## src/rtl/ptc_pkg.sv

```systemverilog
`timescale 1ns / 1ps
// ----------------------------------------------------------------------------
// ptc_pkg
// Shared types, constants and arithmetic helpers for the pressure and
// temperature compensation core.
// ----------------------------------------------------------------------------
package ptc_pkg;

	localparam int RAW_W       = 20;
	localparam int FIFO_DEPTH  = 4;
	localparam int DIV_W       = 64;

	localparam logic [63:0] FINE_OFFSET  = 64'd128000;
	localparam logic [63:0] P_FULL_SCALE = 64'd1048576;
	localparam logic [63:0] P_SCALE      = 64'd3125;
	localparam logic [31:0] T_ROUND      = 32'd128;
	localparam logic [63:0] V1_BIAS      = 64'h0000_8000_0000_0000;

	typedef enum logic [1:0] {
		CFG_TEMP_CAL       = 2'd0,
		CFG_PRESS_CAL_LOW  = 2'd1,
		CFG_PRESS_CAL_HIGH = 2'd2,
		CFG_PRESS_CAL_LAST = 2'd3
	} cfg_index_t;

	typedef struct packed {
		logic [15:0] t1;
		logic [15:0] t2;
		logic [15:0] t3;
		logic [15:0] p1;
		logic [15:0] p2;
		logic [15:0] p3;
		logic [15:0] p4;
		logic [15:0] p5;
		logic [15:0] p6;
		logic [15:0] p7;
		logic [15:0] p8;
		logic [15:0] p9;
	} coef_t;

	// item handed from the temperature front end to the pressure back end
	typedef struct packed {
		logic [31:0]      temp;
		logic [63:0]      v1;
		logic [RAW_W-1:0] rp;
	} fe_item_t;

	function automatic logic [31:0] sar32(input logic [31:0] x, input int unsigned n);
		logic signed [31:0] s;
		s = $signed(x);
		return 32'(s >>> n);
	endfunction

	function automatic logic [63:0] sar64(input logic [63:0] x, input int unsigned n);
		logic signed [63:0] s;
		s = $signed(x);
		return 64'(s >>> n);
	endfunction

	function automatic logic [31:0] sext16_32(input logic [15:0] c);
		return {{16{c[15]}}, c};
	endfunction

	function automatic logic [63:0] sext16_64(input logic [15:0] c);
		return {{48{c[15]}}, c};
	endfunction

	// low 64 bits of a times a signed 16-bit coefficient
	function automatic logic [63:0] mul_s16(input logic [63:0] a, input logic [15:0] c);
		logic signed [63:0] r;
		r = $signed(a) * $signed(c);
		return 64'(r);
	endfunction

	// low 64 bits of a times an unsigned 16-bit coefficient
	function automatic logic [63:0] mul_u16(input logic [63:0] a, input logic [15:0] c);
		logic [63:0] r;
		r = a * {48'd0, c};
		return r;
	endfunction

endpackage

```

## src/rtl/ptc_front.sv

```systemverilog
`timescale 1ns / 1ps
// ----------------------------------------------------------------------------
// ptc_front
// Temperature pipeline: fine temperature in 32-bit wrapping arithmetic,
// compensated temperature and the pressure offset term handed to the queue.
// ----------------------------------------------------------------------------
module ptc_front (
	input  logic                         clk,
	input  logic                         arst_n,
	input  ptc_pkg::coef_t               coef,
	input  logic                         in_valid,
	output logic                         in_ready,
	input  logic [ptc_pkg::RAW_W-1:0]    raw_temperature,
	input  logic [ptc_pkg::RAW_W-1:0]    raw_pressure,
	input  logic                         q_full,
	output logic                         push,
	output ptc_pkg::fe_item_t            push_item
);
	import ptc_pkg::*;

	logic en;
	logic v_s1, v_s2, v_s3, v_s4, v_s5;
	logic [RAW_W-1:0] rt_s1;
	logic [RAW_W-1:0] rp_s1, rp_s2, rp_s3, rp_s4, rp_s5;
	logic [31:0] x1_s2, d_s2;
	logic [31:0] am_s3, dd_s3;
	logic [31:0] a_s4, bm_s4;
	logic [31:0] fine_s5;
	logic [31:0] t1, t2, t3;
	logic [31:0] tm;

	assign t1 = {16'd0, coef.t1};
	assign t2 = sext16_32(coef.t2);
	assign t3 = sext16_32(coef.t3);

	assign en       = !(v_s5 && q_full);
	assign in_ready = en;

	always_ff @(posedge clk or negedge arst_n) begin
		if (!arst_n) begin
			v_s1 <= 1'b0;
			v_s2 <= 1'b0;
			v_s3 <= 1'b0;
			v_s4 <= 1'b0;
			v_s5 <= 1'b0;
		end else if (en) begin
			v_s1 <= in_valid;
			v_s2 <= v_s1;
			v_s3 <= v_s2;
			v_s4 <= v_s3;
			v_s5 <= v_s4;
		end
	end

	always_ff @(posedge clk) begin
		if (en) begin
			rt_s1   <= raw_temperature;
			rp_s1   <= raw_pressure;
			x1_s2   <= {15'd0, rt_s1[19:3]} - {t1[30:0], 1'b0};
			d_s2    <= {16'd0, rt_s1[19:4]} - t1;
			rp_s2   <= rp_s1;
			am_s3   <= x1_s2 * t2;
			dd_s3   <= d_s2 * d_s2;
			rp_s3   <= rp_s2;
			a_s4    <= sar32(am_s3, 11);
			bm_s4   <= sar32(dd_s3, 12) * t3;
			rp_s4   <= rp_s3;
			fine_s5 <= a_s4 + sar32(bm_s4, 14);
			rp_s5   <= rp_s4;
		end
	end

	// fine * 5 + 128
	assign tm = {fine_s5[29:0], 2'b00} + fine_s5 + T_ROUND;

	assign push           = v_s5 && !q_full;
	assign push_item.temp = sar32(tm, 8);
	assign push_item.v1   = {{32{fine_s5[31]}}, fine_s5} - FINE_OFFSET;
	assign push_item.rp   = rp_s5;

endmodule

```

## config.mk

```make
export PLATFORM = sky130hd
export DESIGN_NAME = ptc_front
export DESIGN_NICKNAME = d
export VERILOG_FILES = /design/src/rtl/ptc_pkg.sv /design/src/rtl/ptc_front.sv
export SDC_FILE = /design/constraint.sdc
export NUM_CORES = 2
export LEC_CHECK = 0
export ABC_CLOCK_PERIOD_IN_PS = 18000
export BUFFER_PORTS_ARGS = -buffer_cell sky130_fd_sc_hd__buf_4
export CAP_MARGIN = 10
export CORE_MARGIN = 5
export CORE_UTILIZATION = 55
export CTS_BUF_LIST = sky130_fd_sc_hd__clkbuf_2
export CTS_CLUSTER_SIZE = 24
export DETAILED_ROUTE_END_ITERATION = 10
export PLACE_DENSITY = 0.82
export SLEW_MARGIN = 5
export SYNTH_ARGS = -nofsm -noshare
export SYNTH_HDL_FRONTEND = slang
export SYNTH_SLANG_ARGS = --single-unit
```

## constraint.sdc

```tcl
create_clock -name clk -period 18 [get_ports clk]
set_input_delay 1.8 -clock clk [delete_from_list [all_inputs] [get_ports clk]]
set_output_delay 1.8 -clock clk [all_outputs]
set_load 0.02 [all_outputs]
```

==> flow_metrics.py <==
metrics = {
    "run_status": {
        "status": "complete, no violations",
    },
    "cells_and_area": {
        "multiInputGateArea_sq_mm": 0.0300,
        "fillers": 6220,
        "area_delta_synth_final_pct": 6.41,
        "seq_area_sq_mm": 0.00724,
        "drive_gt1_frac": 0.0874,
        "final_nets": 5679,
    },
    "grt": {
        "grt_pass1_wl_um": 151000,
        "grt_pass1_vias": 31400,
        "globalRoute.totalOverflow": 0,
        "grt_max_degree": 89,
        "antenna_found_initial": 6,
        "grtUsageTotal": 0.226,
    },
    "timing": {
        "finalMaxSlewViolations": 0,
        "hold_viol_final": 0,
        "setup_tns_ns": 0,
        "rsz0062_at_grt": "no",
        "setup_viol": 0,
        "fmax_mhz": 123,
        "max_slew_margin": 0.181,
        "worst_pin_slew_ns": 1.23,
        "period_minus_slack_ns": 8.12,
        "skew_ns": 0.113,
        "period_share": 0.451,
    },
    "die": {
        "die_h_um": 287,
        "initial_core_util": 0.555,
        "core_area_sq_mm": 0.0758,
        "num_io_pins": 354,
        "die_w_um": 287,
        "die_area_sq_mm": 0.0821,
        "rows": 101,
    },
    "routing": {
        "vias": 27800,
        "drc": 0,
        "drtIter0Drc": 1570,
        "wl_um": 88600,
        "drtPass1Iterations": 6,
        "vias_per_cell": 5.29,
        "avgRoutedWirePerCell_um": 16.8,
        "ant_nets": 0,
    },
    "clocking": {
        "cts_tree": "yes",
        "htreeDepth": 3,
        "postCtsHoldBufs": 0,
        "clock_path_buffers": 3,
        "clock_sinks": 242,
        "clk_pin_slew_ns": 0.09,
        "numCtsBuffers": 68,
        "post_cts_resized": 0,
        "clk_latency_ns": 1.06,
        "cts_setup_buffers": 0,
        "cts_root_buf": "clkbuf_2",
    },
    "logic_synthesis": {
        "yosysWarnings": 0,
        "synthArstFlopShare": 0.0207,
        "synth.top_cells.by_count": "1014 x inv_1, 861 x fa_1, 446 x nand2_1, 358 x ha_1, 298 x and2_1",
        "synth_cells": 4117,
        "synth_top_area_frac": 0.410,
        "yosysSeqAreaShare": 0.172,
        "syn_area_per_cell_sq_um": 10.2,
        "synth_edf_count": 237,
        "yosysMostFrequentCell": "inv_1",
        "synth_seq_cells": 242,
        "synth_cell_types": 74,
        "synth_top_area_cell": "fa_1",
        "netlist_area_sq_mm": 0.0421,
        "synth_top_flop_cell": "edfxtp_1",
        "synth_fp_nets": 5572,
        "synth.area.top_cells": "fa_1 41%, edfxtp_1 17%, ha_1 11%, inv_1 9.1%, and2_1 4.4%",
    },
    "placement": {
        "place_congestion": 0.891,
        "port_buffers": 206,
        "hpwl_um": 70100,
    },
    "worst_setup_path": {
        "critical_path_peak_fanout": 37,
        "cp-start-kind": "flip-flop",
        "crit_arrival_ns": 8.94,
        "worst-setup-path-type": "reg2reg",
        "cp-end-kind": "flip-flop",
        "crit_required_ns": 18.81,
    },
    "run": {
        "max_cap_violations": 0,
    },
    "hold_path": {
        "hold_class": "reg2reg",
    },
}
final cells by class:
class | instances | share of cell area
multi-input cells | 2663 | 0.671
flip-flops and latches | 242 | 0.162
inverters | 1016 | 0.0852
repair buffers | 233 | 0.0391
well taps | 978 | 0.0273
clock buffers | 100 | 0.0112
clock inverters | 23 | 0.00347
diodes | 6 | 0.000336
registers in the layout (all words and copies together), names as in the netlist, 20 cells and up:
name     count
rp_s2       20
rp_s4       20
rp_s5       20
rp_s1       20
dd_s3       20
am_s3       21
rp_s3       20
fine_s5     22
a_s4        21
metal layers:
metal  vias up  wire (um)  global-route usage
met1     14100      33900               0.283
met5         -         31                   0
met4         4       3300              0.0856
met2       921      45400               0.395
met3       221       5990              0.0396
li1      12600          -                   -
final timing paths:
kind / startpoint / endpoint / slack, ns / cells past startpoint
max in group asynchronous: arst_n / v_s5$_DFFE_PN0N_ / 17.27 / 1
setup reg to reg: x1_s2[5]$_DFFE_PN_ / dd_s3[31]$_DFFE_PN_ / 9.88 / 26
hold / removal: am_s3[24]$_DFFE_PN_ / a_s4[13]$_DFFE_PN_ / 0.36 / 0
setup / recovery: x1_s2[5]$_DFFE_PN_ / dd_s3[31]$_DFFE_PN_ / 9.88 / 26
min in group asynchronous: arst_n / v_s3$_DFFE_PN0N_ / 0.62 / 1
hold reg to reg: am_s3[24]$_DFFE_PN_ / a_s4[13]$_DFFE_PN_ / 0.36 / 0
logic make-up after synthesis:
kind of cell / count (synthesis) / synth area share
adders and majority gates: 1219 / 0.516
buffers and inverters: 1212 / 0.114
and+or+nand+nor: 995 / 0.115
AOI/OAI and AO/OA: 250 / 0.0409
DFF: 242 / 0.172
xor gates and xnor gates: 191 / 0.0402
muxes: 8 / 0.00205
worst max-delay path: stages, from the launching register on:
cell	delay [ns]
edfxtp_1	0.38
buf_4	0.47
nand2_1	0.27
xnor2_1	0.22
ha_1	0.21
a31o_2	0.21
ha_1	0.32
a21o_1	0.19
fa_1	0.56
inv_1	0.07
fa_1	0.54
inv_1	0.06
fa_1	0.48
fa_1	0.47
fa_1	0.53
fa_1	0.42
ha_1	0.34
a21o_1	0.17
a21o_1	0.17
a21oi_1	0.22
nand2_1	0.07
o21ai_0	0.39
o21ai_0	0.29
o41a_1	0.40
a21o_1	0.21
a21oi_1	0.17
xnor2_1	0.08
cell usage in the layout, fill, tap and decap left out, types with 7 or more instances in the layout:
| master | n |
|---|---|
| and3_1 | 12 |
| clkinv_2 | 8 |
| o21bai_1 | 7 |
| nand2_1 | 445 |
| o21ai_0 | 45 |
| xor2_1 | 60 |
| inv_1 | 1014 |
| o21a_1 | 21 |
| nor2b_1 | 18 |
| nand3_1 | 17 |
| a21o_1 | 31 |
| a211oi_1 | 12 |
| a21oi_1 | 53 |
| nor4_1 | 7 |
| or3_1 | 7 |
| fa_1 | 861 |
| ha_1 | 358 |
| xnor2_1 | 129 |
| edfxtp_1 | 237 |
| and2_1 | 298 |
| nor3_1 | 29 |
| clkinv_1 | 8 |
| nand2b_1 | 33 |
| nor2_1 | 106 |
| clkbuf_2 | 100 |
| buf_4 | 233 |
| a31oi_1 | 13 |
| a21boi_0 | 7 |
metrics by stage:
stage                util  setup WS (ns)  cell area, sq um  hold slack [ns]  instances
floorplan               -           9.22             42100            0.400       4117
CTS                 0.590          10.02             44700            0.350       5255
global route        0.590           9.50             44700            0.343       5259
global placement    0.581           9.50             44100            0.400       5132
finish              0.590           9.88             44700            0.358       5261
detailed placement  0.581           9.42             44100            0.405       5132
Power is left out: the tool's default activity adds up to more than one toggle a clock period on the data nets, which glitch-free logic cannot reach.
